$ cat config.mk
export PLATFORM = sky130hd
export DESIGN_NAME = dual_pedal_sensor_check_top
export DESIGN_NICKNAME = d
export VERILOG_FILES = /design/src/rtl/pdsc_pkg.sv /design/src/rtl/pdsc_div.sv /design/src/rtl/pdsc_lane.sv /design/src/rtl/pdsc_merge.sv /design/src/rtl/dual_pedal_sensor_check_top.sv
export SDC_FILE = /design/constraint.sdc
export NUM_CORES = 2
export LEC_CHECK = 0
export BUFFER_PORTS_ARGS = -buffer_cell sky130_fd_sc_hd__buf_2
export CORE_UTILIZATION = 35
export CTS_CLUSTER_DIAMETER = 30
export DETAILED_ROUTE_END_ITERATION = 7
export PLACE_DENSITY = 0.49
export SYNTH_ARGS = -nofsm -noshare
export SYNTH_HDL_FRONTEND = slang
export SYNTH_SLANG_ARGS = --single-unit
$ cat constraint.sdc
create_clock -name clk -period 5.9 [get_ports clk]
set_input_delay 0.59 -clock clk [delete_from_list [all_inputs] [get_ports clk]]
set_output_delay 0.59 -clock clk [all_outputs]
set_load 0.01 [all_outputs]
$ cat src/rtl/pdsc_pkg.sv
// Dual pedal sensor check: shared types, widths, codes and reset values.
// No dependencies; imported by pdsc_lane, pdsc_merge and the top level.
package pdsc_pkg;

	localparam int ADC_BITS  = 12;
	localparam int FRAC_BITS = 8;

	localparam int RAW_W  = ADC_BITS;
	localparam int DZ_W   = 8;
	localparam int TOL_W  = 8;
	localparam int DEV_W  = 15;
	localparam int PCT_W  = 15;
	localparam int STAT_W = 2;
	localparam int IDX_W  = 3;
	localparam int CFG_W  = (RAW_W > DEV_W) ? RAW_W : DEV_W;

	// full scale percent and the width an internal percent needs
	localparam int FULL      = 100 << FRAC_BITS;
	localparam int PCT_INT_W = $clog2(FULL + 1);
	localparam int NUM_W     = RAW_W + PCT_INT_W;
	localparam int CMP_W     = (PCT_INT_W > DEV_W) ? PCT_INT_W : DEV_W;

	// lane tag carried alongside the divider: fault flag and result select
	localparam int SEL_W = 2;
	localparam int TAG_W = SEL_W + 1;

	// accept -> s1 -> product -> divider stages -> merged result
	localparam int LAT = PCT_INT_W + 3;

	localparam logic [SEL_W-1:0] SEL_DIV  = 2'd0;
	localparam logic [SEL_W-1:0] SEL_ZERO = 2'd1;
	localparam logic [SEL_W-1:0] SEL_FULL = 2'd2;

	localparam logic [STAT_W-1:0] ST_OK    = 2'd0;
	localparam logic [STAT_W-1:0] ST_IMPL  = 2'd1;
	localparam logic [STAT_W-1:0] ST_FAULT = 2'd2;

	localparam logic [IDX_W-1:0] REG_S1_MIN  = 3'd0;
	localparam logic [IDX_W-1:0] REG_S1_MAX  = 3'd1;
	localparam logic [IDX_W-1:0] REG_S2_MIN  = 3'd2;
	localparam logic [IDX_W-1:0] REG_S2_MAX  = 3'd3;
	localparam logic [IDX_W-1:0] REG_DZ      = 3'd4;
	localparam logic [IDX_W-1:0] REG_TOL     = 3'd5;
	localparam logic [IDX_W-1:0] REG_DEV_LIM = 3'd6;

	localparam logic [RAW_W-1:0] RAW_MIN_RST = '0;
	localparam logic [RAW_W-1:0] RAW_MAX_RST = RAW_W'(4095);
	localparam logic [DZ_W-1:0]  DZ_RST      = '0;
	localparam logic [TOL_W-1:0] TOL_RST     = '0;
	localparam logic [DEV_W-1:0] DEV_RST     = DEV_W'(2560);

	typedef struct packed {
		logic [RAW_W-1:0] sensor1_raw;
		logic [RAW_W-1:0] sensor2_raw;
	} in_t;

	typedef struct packed {
		logic [STAT_W-1:0] status;
		logic [PCT_W-1:0]  pedal_percent;
		logic [PCT_W-1:0]  sensor1_percent;
		logic [PCT_W-1:0]  sensor2_percent;
	} out_t;

	typedef struct packed {
		logic                 fault;
		logic [PCT_INT_W-1:0] pct;
	} lane_res_t;

endpackage

$ cat src/rtl/pdsc_div.sv
// Pipelined restoring divider, one quotient bit per stage, with a tag pipe.
// Generic; widths come from the instantiating lane.
module pdsc_div #(
	parameter int NW = 27,
	parameter int DW = 12,
	parameter int QW = 15,
	parameter int TW = 3
) (
	input  logic          clk,
	input  logic [NW-1:0] num,
	input  logic [DW-1:0] den,
	input  logic [TW-1:0] tag_in,
	output logic [QW-1:0] quo,
	output logic [TW-1:0] tag_out
);

	logic [NW-1:0] rem_s [QW];
	logic [QW-1:0] quo_s [QW];
	logic [DW-1:0] den_s [QW];
	logic [TW-1:0] tag_s [QW];

	genvar k;
	generate
		for (k = 0; k < QW; k++) begin : g_stage
			logic [NW-1:0] rem_in;
			logic [NW-1:0] dsh;
			logic [QW-1:0] quo_in;
			logic [DW-1:0] den_in;
			logic [TW-1:0] tag_k;

			if (k == 0) begin : g_first
				assign rem_in = num;
				assign quo_in = '0;
				assign den_in = den;
				assign tag_k  = tag_in;
			end else begin : g_next
				assign rem_in = rem_s[k-1];
				assign quo_in = quo_s[k-1];
				assign den_in = den_s[k-1];
				assign tag_k  = tag_s[k-1];
			end

			// quotient fits QW bits, so num < den << QW and no shift overflows
			assign dsh = NW'(den_in) << (QW - 1 - k);

			always_ff @(posedge clk) begin
				if (rem_in >= dsh) begin
					rem_s[k] <= rem_in - dsh;
					quo_s[k] <= quo_in | (QW'(1) << (QW - 1 - k));
				end else begin
					rem_s[k] <= rem_in;
					quo_s[k] <= quo_in;
				end
				den_s[k] <= den_in;
				tag_s[k] <= tag_k;
			end
		end
	endgenerate

	assign quo     = quo_s[QW-1];
	assign tag_out = tag_s[QW-1];

endmodule

$ cat src/rtl/pdsc_lane.sv
// One sensor lane: window check, deadzone snap, scaling product and divider.
// Depends on pdsc_pkg and pdsc_div.
module pdsc_lane (
	input  logic                       clk,
	input  logic [pdsc_pkg::RAW_W-1:0] raw,
	input  logic [pdsc_pkg::RAW_W-1:0] raw_min,
	input  logic [pdsc_pkg::RAW_W-1:0] raw_max,
	input  logic [pdsc_pkg::DZ_W-1:0]  dz,
	input  logic [pdsc_pkg::TOL_W-1:0] tol,
	output pdsc_pkg::lane_res_t        res
);
	import pdsc_pkg::*;

	localparam int EW = RAW_W + 1;

	logic [EW-1:0]        raw_e, min_e, max_e, dz_e, tol_e;
	logic                 snap_zero, snap_full, fault;
	logic [SEL_W-1:0]     sel;
	logic [RAW_W-1:0]     span, travel;
	logic [NUM_W-1:0]     num_s2;
	logic [RAW_W-1:0]     den_s2;
	logic [TAG_W-1:0]     tag_s2, tag_dv;
	logic [PCT_INT_W-1:0] quo;

	assign raw_e = EW'(raw);
	assign min_e = EW'(raw_min);
	assign max_e = EW'(raw_max);
	assign dz_e  = EW'(dz);
	assign tol_e = EW'(tol);

	// released end wins when both snap tests hold
	assign snap_zero = (raw_e + dz_e) >= max_e;
	assign snap_full = raw_e <= (min_e + dz_e);
	assign fault     = (raw_e > (max_e + tol_e)) || ((raw_e + tol_e) < min_e);

	always_comb begin
		if (snap_zero)
			sel = SEL_ZERO;
		else if (snap_full)
			sel = SEL_FULL;
		else
			sel = SEL_DIV;
	end

	// only meaningful when interpolating: then max > raw > min
	assign travel = raw_max - raw;
	assign span   = raw_max - raw_min;

	always_ff @(posedge clk) begin
		num_s2 <= NUM_W'(travel) * NUM_W'(FULL);
		den_s2 <= span;
		tag_s2 <= {fault, sel};
	end

	pdsc_div #(
		.NW(NUM_W),
		.DW(RAW_W),
		.QW(PCT_INT_W),
		.TW(TAG_W)
	) u_div (
		.clk    (clk),
		.num    (num_s2),
		.den    (den_s2),
		.tag_in (tag_s2),
		.quo    (quo),
		.tag_out(tag_dv)
	);

	// quotient stays below full scale, so no clamp is needed
	always_comb begin
		res.fault = tag_dv[TAG_W-1];
		case (tag_dv[SEL_W-1:0])
			SEL_ZERO: res.pct = '0;
			SEL_FULL: res.pct = PCT_INT_W'(FULL);
			SEL_DIV:  res.pct = quo;
			default:  res.pct = '0;
		endcase
	end

endmodule

$ cat src/rtl/pdsc_merge.sv
// Merge stage: combines both lanes into status and averaged pedal percent.
// Depends on pdsc_pkg.
module pdsc_merge (
	input  logic                       clk,
	input  pdsc_pkg::lane_res_t        lane1,
	input  pdsc_pkg::lane_res_t        lane2,
	input  logic [pdsc_pkg::DEV_W-1:0] dev_limit,
	output pdsc_pkg::out_t             result
);
	import pdsc_pkg::*;

	logic [PCT_INT_W-1:0] diff;
	logic [PCT_INT_W:0]   sum;
	out_t                 res_q;

	assign diff = (lane1.pct > lane2.pct) ? (lane1.pct - lane2.pct) : (lane2.pct - lane1.pct);
	assign sum  = (PCT_INT_W + 1)'(lane1.pct) + (PCT_INT_W + 1)'(lane2.pct);

	always_ff @(posedge clk) begin
		res_q.sensor1_percent <= PCT_W'(lane1.pct);
		res_q.sensor2_percent <= PCT_W'(lane2.pct);
		if (lane1.fault || lane2.fault) begin
			res_q.status        <= ST_FAULT;
			res_q.pedal_percent <= '0;
		end else if (CMP_W'(diff) > CMP_W'(dev_limit)) begin
			res_q.status        <= ST_IMPL;
			res_q.pedal_percent <= '0;
		end else begin
			res_q.status        <= ST_OK;
			res_q.pedal_percent <= PCT_W'(sum[PCT_INT_W:1]);
		end
	end

	assign result = res_q;

endmodule

$ cat src/rtl/dual_pedal_sensor_check_top.sv
// Dual pedal sensor check, top level: config registers, two lanes, merge.
// Path from the accepting edge to the result: input register, product register,
// the 15-stage bit-per-stage divider in each lane and the merge register; done
// is high in the same cycle as the result. Throughput: one item per cycle; busy
// is high only until the first edge after reset. Reset: arst_n clears the valid
// pipe and loads calibration defaults; results carry no back-pressure, each is
// shown for one cycle with done high.
// Depends on pdsc_pkg, pdsc_lane, pdsc_div, pdsc_merge.
module dual_pedal_sensor_check_top (
	input  logic                       clk,
	input  logic                       arst_n,
	input  logic                       start,
	output logic                       busy,
	input  pdsc_pkg::in_t              item,
	output logic                       done,
	output pdsc_pkg::out_t             result,
	input  logic                       wr_en,
	input  logic [pdsc_pkg::IDX_W-1:0] wr_index,
	input  logic [pdsc_pkg::CFG_W-1:0] wr_data
);
	import pdsc_pkg::*;

	// calibration registers; the user must write them only while no item is in flight, which the block does not enforce
	logic [RAW_W-1:0] s1_min_q, s1_max_q, s2_min_q, s2_max_q;
	logic [DZ_W-1:0]  dz_q;
	logic [TOL_W-1:0] tol_q;
	logic [DEV_W-1:0] dev_lim_q;

	logic             rdy_q;
	logic             accept;
	logic [LAT-1:0]   vld_s;
	in_t              item_s1;
	lane_res_t        lane1, lane2;

	always_ff @(posedge clk or negedge arst_n) begin
		if (!arst_n) begin
			s1_min_q  <= RAW_MIN_RST;
			s1_max_q  <= RAW_MAX_RST;
			s2_min_q  <= RAW_MIN_RST;
			s2_max_q  <= RAW_MAX_RST;
			dz_q      <= DZ_RST;
			tol_q     <= TOL_RST;
			dev_lim_q <= DEV_RST;
		end else if (wr_en) begin
			case (wr_index)
				REG_S1_MIN:  s1_min_q  <= wr_data[RAW_W-1:0];
				REG_S1_MAX:  s1_max_q  <= wr_data[RAW_W-1:0];
				REG_S2_MIN:  s2_min_q  <= wr_data[RAW_W-1:0];
				REG_S2_MAX:  s2_max_q  <= wr_data[RAW_W-1:0];
				REG_DZ:      dz_q      <= wr_data[DZ_W-1:0];
				REG_TOL:     tol_q     <= wr_data[TOL_W-1:0];
				REG_DEV_LIM: dev_lim_q <= wr_data[DEV_W-1:0];
				default: ;
			endcase
		end
	end

	// held off only for the first cycle out of reset
	always_ff @(posedge clk or negedge arst_n) begin
		if (!arst_n)
			rdy_q <= 1'b0;
		else
			rdy_q <= 1'b1;
	end

	assign busy   = !rdy_q;
	assign accept = start && !busy;

	// valid pipe tracks each item alongside the data path
	always_ff @(posedge clk or negedge arst_n) begin
		if (!arst_n)
			vld_s <= '0;
		else
			vld_s <= {vld_s[LAT-2:0], accept};
	end

	// input register; payload needs no reset, validity lives in vld_s
	always_ff @(posedge clk) begin
		item_s1 <= item;
	end

	pdsc_lane u_lane1 (
		.clk    (clk),
		.raw    (item_s1.sensor1_raw),
		.raw_min(s1_min_q),
		.raw_max(s1_max_q),
		.dz     (dz_q),
		.tol    (tol_q),
		.res    (lane1)
	);

	pdsc_lane u_lane2 (
		.clk    (clk),
		.raw    (item_s1.sensor2_raw),
		.raw_min(s2_min_q),
		.raw_max(s2_max_q),
		.dz     (dz_q),
		.tol    (tol_q),
		.res    (lane2)
	);

	pdsc_merge u_merge (
		.clk      (clk),
		.lane1    (lane1),
		.lane2    (lane2),
		.dev_limit(dev_lim_q),
		.result   (result)
	);

	assign done = vld_s[LAT-1];

	// every accepted item later yields its result with done high
	a_latency: assert property (@(posedge clk) disable iff (!arst_n)
		accept |-> ##(LAT) done)
		else $error("item accepted without a result at the expected latency");

	// pedal percent only reported when both sensors agree
	a_pedal_zero: assert property (@(posedge clk) disable iff (!arst_n)
		done && (result.status != ST_OK) |-> (result.pedal_percent == '0))
		else $error("pedal percent non-zero on a failed check");

	// average lies no higher than the larger sensor percent
	a_pedal_avg: assert property (@(posedge clk) disable iff (!arst_n)
		done && (result.status == ST_OK) |->
			(result.pedal_percent <= result.sensor1_percent) ||
			(result.pedal_percent <= result.sensor2_percent))
		else $error("pedal percent above both sensor percents");

	// lane percents never exceed full scale
	a_pct_range: assert property (@(posedge clk) disable iff (!arst_n)
		done |-> (result.sensor1_percent <= PCT_W'(FULL)) &&
			(result.sensor2_percent <= PCT_W'(FULL)))
		else $error("sensor percent above full scale");

endmodule
==> results_dict.tcl <==
set metrics [dict create \
    drv_cap 0 \
    synthDominantCellAreaShare_pct 40.9 \
    num_vias 47600 \
    final_common_cell "dfxtp_1" \
    holdCritStartpoint "start" \
    rsz0062_at_grt "false" \
    ys_ff_latch 1465 \
    finalSetupTns_ns 0 \
    crit_top_cell "a21oi_1" \
    tightest_slew_ns 1.12 \
    avgSynthCellArea_um2 9.71 \
    fp.dieH_um 439 \
    grt_max_degree 53 \
    grt_usage_pct 15.9 \
    place_ws_ns 0.719 \
    portBuffers 94 \
    yosys.area.top_type "dfxtp_1" \
    clockBufferDepth 4 \
    cts_buffers 322 \
    ant_nets 0 \
    cts_root_buffer "clkbuf_16" \
    cp.arrival_ns 5.94 \
    dp_hpwl_mm 120 \
    routed_wl_mm 154 \
    critPathMaxStageDelay_ns 0.52 \
    final-setup-viol-count 0 \
    synth.cell_area_um2 66900 \
    clock_latency_ns 0.90 \
    min_path_type "in -> reg" \
    ctsHoldBuffers 28 \
    critPathMaxFanout 7 \
    grt_overflow 0 \
    hold_viol 0 \
    grt_pass1_wl_mm 250 \
    rows 160 \
    io_pins 95 \
    drive_above_1_share_pct 11.2 \
    nets 8061 \
    skew_ns 0.0673 \
    reg2reg_from "item_s1[1]$_DFF_P_" \
    cp-startpoint "item_s1[1]$_DFF_P_" \
    period_needed_ns 5.22 \
    synth_area_leaders "dfxtp_1, ha_1, xnor2_1" \
    die_x_um 439 \
    routed_via_density 4.75 \
    fin_ws_ns 0.678 \
    ys.flop_type "dfxtp_1" \
    endpoint_kind "flop" \
    max_clock_freq_mhz 192 \
    antenna_found_initial 11 \
    crit_chain "inv_1 -> fa_1 -> a21o_1 -> a21oi_1 -> o21bai_1 -> a21oi_1 -> xnor2_1 -> ha_1 -> ha_1 -> inv_1 -> fa_1 -> inv_1 -> ha_1 -> or2_2 -> a21oi_1 -> a21oi_1 -> and4_1 -> a2111oi_0 -> buf_4 -> a21oi_1 -> xor2_1" \
    worstSetupStartpointType "flop" \
    yosysSeqAreaShare_pct 44.6 \
    cpMaxStageDelayCell "fa_1" \
    synth_cell_type_count 86 \
    syn2layout_area_growth_pct 21.9 \
    htree_levels 5 \
    synthCells 6890 \
    syn_nets 7692 \
    grt_pass1_vias 48800 \
    timing.final.crit_share_pct 88.5 \
    synth_edf_count 0 \
    drtPass1Iterations 5 \
    globalplace.congestion 0.871 \
    relSlewSlack_pct 25.4 \
    cts_tree "built" \
    post_drt_wl_per_cell_um 15.4 \
    path_class "reg -> reg" \
    final_cell_mix "dfxtp_1, inv_1, ha_1, nor2_1, a21oi_1" \
    drtIter0Drc 1869 \
    synth-async-reset-ratio_pct 6.69 \
    die-area_um2 193000 \
    cts_post_setup_buffers_inserted 0 \
    ctsResizeCount 0 \
    floorplan.initialDensity_pct 35.2 \
    cp_data_required_time_ns 6.61 \
    cts.clk_slew.worst_paths_ns 0.05 \
    post-route-drc-count 0 \
    outcome "completed" \
    clock-sinks 1465 \
    coreArea_um2 190000 \
    slew_viol_final 0 \
    ys_warn_count 0 \
]
-- synth_stat cells, types with 92 or more instances --
library cell and instances:
dfxtp_1 1367, inv_1 705, ha_1 699, nor2_1 438
a21oi_1 430, nand2_1 400, o21ai_0 383, xnor2_1 346
xor2_1 245, a21o_1 150, nor3_1 145, nand3_1 113
mux2_2 112, nand2b_1 109, nor2b_1 106, o21a_1 92
-- flip-flops by register name, summed over array words and instances, names as in the netlist, 18 cells and up --
| register | flops |
|---|---|
| u_lane1.u_div.den_s | 168 |
| u_lane1.u_div.rem_s | 283 |
| u_lane2.u_div.quo_s | 120 |
| u_lane2.u_div.tag_s | 45 |
| item_s1 | 24 |
| vld_s | 18 |
| u_merge.result | 47 |
| u_lane2.u_div.den_s | 168 |
| u_lane1.u_div.quo_s | 120 |
| u_lane2.u_div.rem_s | 283 |
| u_lane1.u_div.tag_s | 45 |
-- critical path, delay by kind of cell (launching register included) --
kind / cells / cell delay [ns]
AND/OR/NAND/NOR: 2 / 0.50
flip-flops: 1 / 0.51
adder cells (fa/ha/maj): 5 / 1.86
XOR/XNOR: 2 / 0.35
buffers and inverters: 4 / 0.42
AO/OA/AOI/OAI: 8 / 1.44
-- final cells by class --
class                   instances  area [um2]
fillers                     18200      108000
flip-flops and latches       1465       29900
clock buffers                 402        8870
repair buffers                142         903
inverters                     707        2650
well taps                    2511        3140
diodes                          4        10.0
multi-input cells            4621       34100
clock inverters               168        2040
-- through the flow --
stage,hold slack [ns],cells,utilization [%],cell area (um2)
after floorplan,0.294,6890,-,66900
after global placement,0.310,9418,37.0,70300
after detailed placement,0.312,9418,37.0,70300
after CTS,0.0223,10000,42.9,81500
after global routing,0.0464,10000,42.9,81500
final,0.0776,10000,42.9,81500
-- logic make-up after synthesis --
| logic type | Yosys count | share of synthesized area, % |
|---|---|---|
| adders and majority gates | 756 | 14.8 |
| other | 1 | 0.00561 |
| muxes | 135 | 2.23 |
| AOI/OAI and AO/OA | 1450 | 13.6 |
| DFF | 1465 | 44.6 |
| buffers and inverters | 804 | 4.52 |
| xor gates and xnor gates | 591 | 7.74 |
| and+or+nand+nor | 1688 | 12.5 |
-- final timing paths --
kind,to,slack (ns),depth (start not counted)
max in group asynchronous,dev_lim_q[1]$_DFFE_PN0P_,4.30,3
worst max register to register,u_lane2.num_s2[26]$_DFF_P_,0.68,21
worst min register to register,u_lane1.u_div.quo_s[1][9]$_DFF_P_,0.30,0
min in group asynchronous,s1_min_q[8]$_DFFE_PN0P_,0.37,2
worst max-delay path,u_lane2.num_s2[26]$_DFF_P_,0.68,21
worst min-delay path,vld_s[0]$_DFF_PN0_,0.08,2
-- routing by layer --
metal	track usage, %	wire length [um]	up-vias
met5	0	11	-
met4	6.34	4750	2
met3	2.94	5560	340
met2	28.6	76100	730
met1	18.5	67900	21900
li1	-	-	24600
Power is left out: the tool's default activity adds up to more than one toggle a clock period on the data nets, which glitch-free logic cannot reach.
